--- src/hdl/assert_macros.svh ---
// Assertion macros shared by the rasterizer modules.
`ifndef ASSERT_MACROS_SVH
`define ASSERT_MACROS_SVH

// Check a property on every rising clock edge outside reset.
`define ASSERT_CLK(name, prop, msg) \
  name: assert property (@(posedge clk) disable iff (rst) (prop)) else $error(msg);

// Check that a condition implies a consequence in the same cycle.
`define ASSERT_IMPL(name, cond, cons, msg) \
  name: assert property (@(posedge clk) disable iff (rst) (cond) |-> (cons)) else $error(msg);

`endif

--- src/hdl/fcr_pkg.sv ---
// Shared types and constants of the filled circle rasterizer.
package fcr_pkg;

  // Screen bounds used for the off-screen reject test.
  localparam logic signed [13:0] SCREEN_WIDTH  = 14'sd800;
  localparam logic signed [13:0] SCREEN_HEIGHT = 14'sd480;

  // Decision variable constants.
  localparam logic signed [15:0] DEC_INIT = 16'sd3;
  localparam logic signed [15:0] INC_LOW  = 16'sd6;
  localparam logic signed [15:0] INC_HIGH = 16'sd10;

  // Item kinds carried on the input tuser.
  localparam logic MODE_START = 1'b0;
  localparam logic MODE_STEP  = 1'b1;

  // Index of the last dot in a step group.
  localparam logic [2:0] LAST_DOT = 3'd7;

  // Job queue between front and back.
  localparam int FIFO_DEPTH = 4;
  localparam int FIFO_AW    = 2;

  // One step group: centre, octant x, fill row and end-of-circle flag.
  typedef struct packed {
    logic signed [11:0] cx;
    logic signed [11:0] cy;
    logic        [10:0] x;
    logic        [10:0] r;
    logic               done;
  } fcr_job_t;

endpackage

--- src/hdl/filled_circle_rasterizer.sv ---
// A step goes through the job queue and the job register before its first dot is output.
// Output is one dot per cycle while m_tready holds; a step yields eight dots.
// Steps are paced by the single-dot output register of the emitter.
// Start items yield no dots; a four-deep job queue buffers steps.
// Reset (synchronous, active high) drops any circle, empties the queue and the output.
module filled_circle_rasterizer (
  input  logic        clk,
  input  logic        rst,
  input  logic        s_tvalid,
  output logic        s_tready,
  input  logic [39:0] s_tdata,  // center_x[11:0], center_y[23:12], radius[33:24], zero
  input  logic        s_tuser,  // mode
  output logic        m_tvalid,
  input  logic        m_tready,
  output logic [31:0] m_tdata,  // pixel_x[12:0], pixel_y[25:13], zero
  output logic        m_tlast,  // last
  output logic        m_tuser   // circle_done
);
  import fcr_pkg::*;

  logic     q_full;
  logic     q_push;
  fcr_job_t q_in;
  logic     q_valid;
  logic     q_pop;
  fcr_job_t q_out;

  fcr_front u_front (
    .clk      (clk),
    .rst      (rst),
    .s_tvalid (s_tvalid),
    .s_tready (s_tready),
    .s_tdata  (s_tdata),
    .s_tuser  (s_tuser),
    .q_full   (q_full),
    .q_push   (q_push),
    .q_job    (q_in)
  );

  fcr_fifo u_fifo (
    .clk      (clk),
    .rst      (rst),
    .push     (q_push),
    .push_job (q_in),
    .full     (q_full),
    .pop      (q_pop),
    .valid    (q_valid),
    .pop_job  (q_out)
  );

  fcr_emit u_emit (
    .clk      (clk),
    .rst      (rst),
    .q_valid  (q_valid),
    .q_job    (q_out),
    .q_pop    (q_pop),
    .m_tvalid (m_tvalid),
    .m_tready (m_tready),
    .m_tdata  (m_tdata),
    .m_tlast  (m_tlast),
    .m_tuser  (m_tuser)
  );

endmodule

--- src/hdl/fcr_front.sv ---
// Front end: accepts start and step items, tracks the circle and queues step groups.
module fcr_front (
  input  logic              clk,
  input  logic              rst,
  input  logic              s_tvalid,
  output logic              s_tready,
  input  logic [39:0]       s_tdata,  // center_x[11:0], center_y[23:12], radius[33:24], zero
  input  logic              s_tuser,  // mode
  input  logic              q_full,
  output logic              q_push,
  output fcr_pkg::fcr_job_t q_job
);
  import fcr_pkg::*;

  logic signed [11:0] centre_col;
  logic signed [11:0] centre_row;
  logic        [10:0] octant_x;
  logic signed [10:0] octant_y;
  logic        [10:0] fill_row;
  logic signed [15:0] decision;
  logic               active;

  logic               accept;
  logic signed [11:0] in_cx;
  logic signed [11:0] in_cy;
  logic        [9:0]  in_r;
  logic signed [13:0] cx_w;
  logic signed [13:0] cy_w;
  logic signed [13:0] r_w;
  logic               reject;
  logic               row_more;
  logic               dec_neg;
  logic signed [15:0] x16;
  logic signed [15:0] y16;
  logic signed [15:0] decision_next;
  logic signed [11:0] x_inc;
  logic signed [11:0] x_inc2;
  logic signed [11:0] y12;
  logic               done_next;

  // Unpack the input transfer.
  assign in_cx = s_tdata[11:0];
  assign in_cy = s_tdata[23:12];
  assign in_r  = s_tdata[33:24];

  assign s_tready = !q_full;
  assign accept   = s_tvalid && s_tready;

  // Reject a circle lying wholly off screen.
  assign cx_w   = {{2{in_cx[11]}}, in_cx};
  assign cy_w   = {{2{in_cy[11]}}, in_cy};
  assign r_w    = {4'b0, in_r};
  assign reject = (cx_w + r_w < 14'sd0) || (cx_w - r_w >= SCREEN_WIDTH) ||
                  (cy_w + r_w < 14'sd0) || (cy_w - r_w >= SCREEN_HEIGHT);

  // Decide the next row, decision variable and end of circle.
  assign y12      = {octant_y[10], octant_y};
  assign row_more = $signed({1'b0, fill_row}) < y12;
  assign dec_neg  = decision < 16'sd0;
  assign x16      = {5'b0, octant_x};
  assign y16      = {{5{octant_y[10]}}, octant_y};
  assign x_inc    = $signed({1'b0, octant_x}) + 12'sd1;
  assign x_inc2   = $signed({1'b0, octant_x}) + 12'sd2;

  always_comb begin
    if (dec_neg) begin
      decision_next = decision + (x16 <<< 2) + INC_LOW;
      done_next     = x_inc > y12;
    end else begin
      decision_next = decision + ((x16 - y16) <<< 2) + INC_HIGH;
      done_next     = x_inc2 > y12;
    end
  end

  // Queue a group for every step while a circle runs.
  assign q_push   = accept && (s_tuser == MODE_STEP) && active;
  assign q_job.cx = centre_col;
  assign q_job.cy = centre_row;
  assign q_job.x  = octant_x;
  assign q_job.r  = fill_row;
  assign q_job.done = !row_more && done_next;

  // Hold and advance circle state.
  always_ff @(posedge clk) begin
    if (rst) begin
      centre_col <= '0;
      centre_row <= '0;
      octant_x   <= '0;
      octant_y   <= '0;
      fill_row   <= '0;
      decision   <= '0;
      active     <= 1'b0;
    end else if (accept) begin
      if (s_tuser == MODE_START) begin
        if (reject) begin
          active <= 1'b0;
        end else begin
          centre_col <= in_cx;
          centre_row <= in_cy;
          octant_x   <= '0;
          octant_y   <= $signed({1'b0, in_r});
          fill_row   <= '0;
          decision   <= DEC_INIT - $signed({5'b0, in_r, 1'b0});
          active     <= 1'b1;
        end
      end else if (active) begin
        if (row_more) begin
          fill_row <= fill_row + 11'd1;
        end else begin
          decision <= decision_next;
          if (!dec_neg) begin
            octant_y <= octant_y - 11'sd1;
          end
          octant_x <= x_inc[10:0];
          fill_row <= x_inc[10:0];
          if (done_next) begin
            active <= 1'b0;
          end
        end
      end
    end
  end

endmodule

--- src/hdl/fcr_fifo.sv ---
// Short job queue between the front end and the dot emitter.
module fcr_fifo (
  input  logic              clk,
  input  logic              rst,
  input  logic              push,
  input  fcr_pkg::fcr_job_t push_job,
  output logic              full,
  input  logic              pop,
  output logic              valid,
  output fcr_pkg::fcr_job_t pop_job
);
  import fcr_pkg::*;

  fcr_job_t             mem [FIFO_DEPTH];
  logic [FIFO_AW-1:0]   wptr;
  logic [FIFO_AW-1:0]   rptr;
  logic [FIFO_AW:0]     count;

  assign full    = count == (FIFO_AW + 1)'(FIFO_DEPTH);
  assign valid   = count != '0;
  assign pop_job = mem[rptr];

  // Store pushed jobs.
  always_ff @(posedge clk) begin
    if (push) begin
      mem[wptr] <= push_job;
    end
  end

  // Advance pointers and fill count.
  always_ff @(posedge clk) begin
    if (rst) begin
      wptr  <= '0;
      rptr  <= '0;
      count <= '0;
    end else begin
      if (push) begin
        wptr <= wptr + 1'b1;
      end
      if (pop) begin
        rptr <= rptr + 1'b1;
      end
      if (push && !pop) begin
        count <= count + 1'b1;
      end else if (pop && !push) begin
        count <= count - 1'b1;
      end
    end
  end

endmodule

--- src/hdl/fcr_emit.sv ---
// Back end: expands each queued group into eight mirrored dots, one per cycle while m_tready holds.
module fcr_emit (
  input  logic              clk,
  input  logic              rst,
  input  logic              q_valid,
  input  fcr_pkg::fcr_job_t q_job,
  output logic              q_pop,
  output logic              m_tvalid,
  input  logic              m_tready,
  output logic [31:0]       m_tdata,  // pixel_x[12:0], pixel_y[25:13], zero
  output logic              m_tlast,  // last
  output logic              m_tuser   // circle_done
);
  import fcr_pkg::*;
  `include "assert_macros.svh"

  fcr_job_t           job;
  logic               busy;
  logic [2:0]         idx;
  logic               load;
  logic        [10:0] off_a;
  logic        [10:0] off_b;
  logic signed [12:0] px;
  logic signed [12:0] py;

  // Pick offsets: the upper four dots swap x and row.
  assign off_a = idx[2] ? job.r : job.x;
  assign off_b = idx[2] ? job.x : job.r;

  always_comb begin
    if (idx[0]) begin
      px = {job.cx[11], job.cx} - $signed({2'b0, off_a});
    end else begin
      px = {job.cx[11], job.cx} + $signed({2'b0, off_a});
    end
    if (idx[1]) begin
      py = {job.cy[11], job.cy} - $signed({2'b0, off_b});
    end else begin
      py = {job.cy[11], job.cy} + $signed({2'b0, off_b});
    end
  end

  // Take the next group when idle or as the current one finishes.
  assign load  = !m_tvalid || m_tready;
  assign q_pop = q_valid && (!busy || (load && idx == LAST_DOT));

  // Hold the output register and step through the dots.
  always_ff @(posedge clk) begin
    if (rst) begin
      busy     <= 1'b0;
      idx      <= '0;
      m_tvalid <= 1'b0;
    end else begin
      if (load) begin
        m_tvalid <= busy;
      end
      if (load && busy) begin
        m_tdata <= {6'b0, py, px};
        m_tlast <= idx == LAST_DOT;
        m_tuser <= (idx == LAST_DOT) && job.done;
        idx     <= idx + 3'd1;
      end
      if (q_pop) begin
        job  <= q_job;
        busy <= 1'b1;
      end else if (load && busy && idx == LAST_DOT) begin
        busy <= 1'b0;
      end
    end
  end

  `ASSERT_IMPL(a_done_on_last, m_tvalid && m_tuser, m_tlast, "circle end off a group end")
  `ASSERT_IMPL(a_idle_index, !busy, idx == 3'd0, "dot index moved while idle")
  `ASSERT_IMPL(a_pop_boundary, q_pop, !busy || idx == LAST_DOT, "group popped mid-group")

endmodule
--- config.mk ---
export PLATFORM = sky130hd
export DESIGN_NAME = filled_circle_rasterizer
export DESIGN_NICKNAME = d
export VERILOG_FILES = /design/src/hdl/fcr_pkg.sv /design/src/hdl/filled_circle_rasterizer.sv /design/src/hdl/fcr_front.sv /design/src/hdl/fcr_fifo.sv /design/src/hdl/fcr_emit.sv
export VERILOG_INCLUDE_DIRS = /design/src /design/src/hdl
export SDC_FILE = /design/constraint.sdc
export NUM_CORES = 1
export LEC_CHECK = 0
export BUFFER_PORTS_ARGS = -buffer_cell sky130_fd_sc_hd__buf_2
export CAP_MARGIN = 20
export CORE_MARGIN = 8
export CORE_UTILIZATION = 40
export DETAILED_ROUTE_END_ITERATION = 6
export PLACE_DENSITY_LB_ADDON = 0.15
export SYNTH_ARGS = -nofsm -noshare
export SYNTH_HDL_FRONTEND = slang
export SYNTH_SLANG_ARGS = --single-unit
--- constraint.sdc ---
create_clock -name clk -period 5.5 [get_ports clk]
set_input_delay 0.275 -clock clk [delete_from_list [all_inputs] [get_ports clk]]
set_output_delay 0.275 -clock clk [all_outputs]
set_load 0.03 [all_outputs]
==> metrics.md <==
| Metric | Value |
|---|---|
| Root buffer cell | `clkbuf_16` |
| NetSw | `between 2 and 3 mW` |
| Ys flop type | `edfxtp_1` |
| Core Area | `47,600 sq um` |
| 1st-iter DRT viols | `822` |
| TritonCTS Buffers | `40` |
| CTS tree | `done` |
| Worst Max-Slew Pin Slew | `936 ps` |
| Setup-failing EPs final | `0` |
| Number of global-route vias before repair | `between 10k and 15k` |
| WHS | `28.6 ps` |
| Die Ht | `between 200 and 250 um` |
| ANT nets after route | `0` |
| Worst stage delay on the critical path | `440 ps` |
| Post-Route WL | `47,500 um` |
| Slew Limit Fails | `0` |
| Routed via count | `12.8k` |
| Kind of end point of the critical path | `register` |
| WL/cell | `20.4 um` |
| Peak supply drop | `199 uV` |
| Worst slew margin | `37.5%` |
| Die area | `~55,000 sq um` |
| Drt first pass iters | `5` |
| Fraction of registers with async set/reset | `0%` |
| Minimum clock period | `4500 ps` |
| DRC errors left | `0` |
| Post-synth EDFFs | `263` |
| Synth Instances | `1,605` |
| HP Start | `s_tdata[0]` |
| Die Span X | `roughly 240 um` |
| Status | `completed` |
| Pwr dens | `413 nW/um^2` |
| Sequential share of the synthesized area | `49.8%` |
| Crit-path cells | `inv_1, ha_1, nor2b_1, o31a_1, o41ai_1, o21ba_2, xnor2_1, ha_1, ha_1, nand3_1, nor4_1, nor4_1, buf_4, o31ai_1, xnor2_1, xnor2_1, o221ai_1, a221oi_1` |
| Clk Latency, worst-skew pair | `550 ps` |
| Post-Syn Area per Cell | `about 12 sq um` |
| Rows | `80` |
| Finished Cell Area | `around 22,000 sq um` |
| Internal | `6.04 mW` |
| Worst Path Required | `5960 ps` |
| Layout cell share with drive strength beyond 1 | `between 10 and 15%` |
| Seq cells post-synth | `348` |
| Initial antenna violation count | `0` |
| H-tree level count | `2` |
| Switch share | `32.6%` |
| DP HPWL | `34,300 um` |
| Setup TNS | `0 ps` |
| Area fraction of the dominant cell type after synthesis | `roughly two fifths` |
| Fmax | `approximately 220 MHz` |
| Worst min path class | `input pin to register` |
| Port Buffers | `68` |
| Worst EP arrival | `4960 ps` |
| Synthesized area | `19,300 sq um` |
| Initial core utilization | `40.5%` |
| Grt ovf | `0` |
| Worst-path fanout max | `7` |
| Ant. Diodes | `0` |
| WS Path Type | `register to register` |
| Share of power burned in registers | `approximately 38%` |
| Yosys top cell by area | `edfxtp_1` |
| Leakage | `8.13 nW` |
| Clock sinks | `348` |
| First-pass GRT wire length | `73,900 um` |
| GP Congestion | `0.857` |
| Clock transition at the registers of the reported paths | `approximately 60 ps` |
| Nets | `1,905` |
| Final cycle utilization of the critical path | `81.8%` |
| Max Buffers Root-to-Sink | `3` |
| Cell Area, Placed | `20,300 sq um` |
| Final Skew | `about 26 ps` |
| RSZ-0062 raised after global routing | `false` |
| Largest net degree at the start of global routing | `52` |
| R2R Path Start | `u_front.octant_y[2]` |
| Final Hold Fails | `0` |
| Clock Power Share | `between 30% and 40%` |
| Area contributors post-synth | `edfxtp_1 (41%), ha_1 (11%), dfxtp_1 (8.8%), mux4_2 (5.5%), xnor2_1 (2.9%)` |
| Slowest CP cell | `o41ai_1` |
| Avg Vias per Cell | `5.51` |
| MaxCap Viol Count | `0` |
| CP startpoint kind | `register` |
| Area delta synth->final | `12.6%` |
| Logic pwr share | `31.9%` |
| # IOs | `~80` |
| Warning count from the yosys run | `0` |
| GRT Overall Usage | `16.8%` |
| Distinct cells, synth | `79` |
| Worst Setup SP | `u_front.octant_y[2]` |
-- layout by cell type, fill, tap and decap left out, drive strengths merged, types with 8 or more instances in the layout --
cell / instances
nor4: 9
nor3: 34
and3: 14
o2111ai: 14
nand4: 18
o211ai: 15
dfxtp: 85
edfxtp: 263
o21a: 17
nor2b: 18
nand3: 29
and2: 11
nand2: 78
xor2: 40
o32ai: 10
mux4: 47
mux2i: 54
or3: 8
a211oi: 28
a21oi: 88
xnor2: 64
a21o: 18
ha: 171
nand2b: 12
inv: 96
a31oi: 21
o21bai: 13
o41ai: 9
buf: 94
nor2: 122
clkinv: 14
clkbuf: 51
o21ai: 62
-- state kept, by name (all words and copies together) (netlist names), 12 cells and up --
register / cells
u_emit.job: 47
u_emit.m_tdata: 26
u_fifo.mem: 188
u_front.centre_col: 12
u_front.centre_row: 12
u_front.decision: 15
-- cells in the mapped netlist (all sizes together) (33+ instances only) --
| cell | count |
|---|---|
| edfxtp | 263 |
| ha | 171 |
| nor2 | 122 |
| inv | 94 |
| a21oi | 88 |
| dfxtp | 85 |
| nand2 | 78 |
| xnor2 | 64 |
| o21ai | 62 |
| mux2i | 54 |
| mux4 | 47 |
| xor2 | 40 |
| nor3 | 34 |
| clkbuf | 33 |
-- worst max-delay path: cells and delay by family (launching register included) --
kind | cells | cell delay [ps]
adder cells (fa/ha/maj) | 3 | 980
flip-flops | 1 | 430
AND/OR/NAND/NOR | 4 | 530
XOR/XNOR | 3 | 440
buffers and inverters | 2 | 330
AO/OA/AOI/OAI | 6 | 1680
-- per-layer routing --
layer / global-route usage (%) / routed length (um) / up-vias
met5: 0 / 0 / -
met4: 4.54 / 1010 / 0
met3: 2.42 / 1870 / 53
met2: 27.2 / 22000 / 267
met1: 23.3 / 22700 / 6287
li1: - / - / 6222
-- power groups by stage --
stage	sequential (mW)	clock [mW]	combinational, mW
4_1_cts	3.42	2.78	2.84
2_1_floorplan	3.49	0	2.08
3_5_place_dp	3.48	0	2.82
6_report	3.38	2.72	2.86
5_1_grt	3.42	2.89	3.16
3_3_place_gp	3.47	0	2.80
-- per-stage QoR --
| stage | setup WS [ps] | power (mW) | std cells | utilization [%] |
|---|---|---|---|---|
| after floorplan | 1460 | 5.57 | 1610 | - |
| after global placement | 1060 | 6.27 | 2253 | 42.6 |
| after detailed placement | 1040 | 6.30 | 2253 | 42.6 |
| after CTS | 997 | 9.05 | 2328 | 45.5 |
| after global routing | 466 | 9.47 | 2329 | 45.5 |
| final | 1000 | 8.96 | 2329 | 45.5 |
-- area by class of cell --
class / instances / area [sq um]
well taps: 615 / 769
multi-input cells: 1103 / 9040
clock buffers: 51 / 1100
repair buffers: 95 / 573
inverters: 94 / 353
clock inverters: 23 / 249
fillers: 4353 / 25900
flip-flops and latches: 348 / 9600
-- worst paths after layout --
path,cells after the start,to,slack (ps)
worst min-delay path,3,u_front.centre_col[0],30
worst min register to register,0,u_fifo.mem[2][35],500
worst max-delay path,18,u_front.decision[15],1000
worst max register to register,18,u_front.decision[15],1000
-- logic make-up after synthesis --
family          synth area share [%]
other cells                   0.0195
xor+xnor                        4.73
flops                           49.8
buf+inv                         3.52
mux                             8.30
simple gates                    9.12
fa+ha+maj                       11.8
compound gates                  12.7
-- timing repair --
| action | 4_1_cts | 5_1_grt |
|---|---|---|
| buffers inserted | 0 | 0 |
| endpoints found under the setup margin | 0 | 0 |
| endpoints found under the hold margin | 1 | 0 |
| resized for setup | 0 | 0 |
| hold buffers | 1 | 0 |
Power figures use the tool's default switching activity.
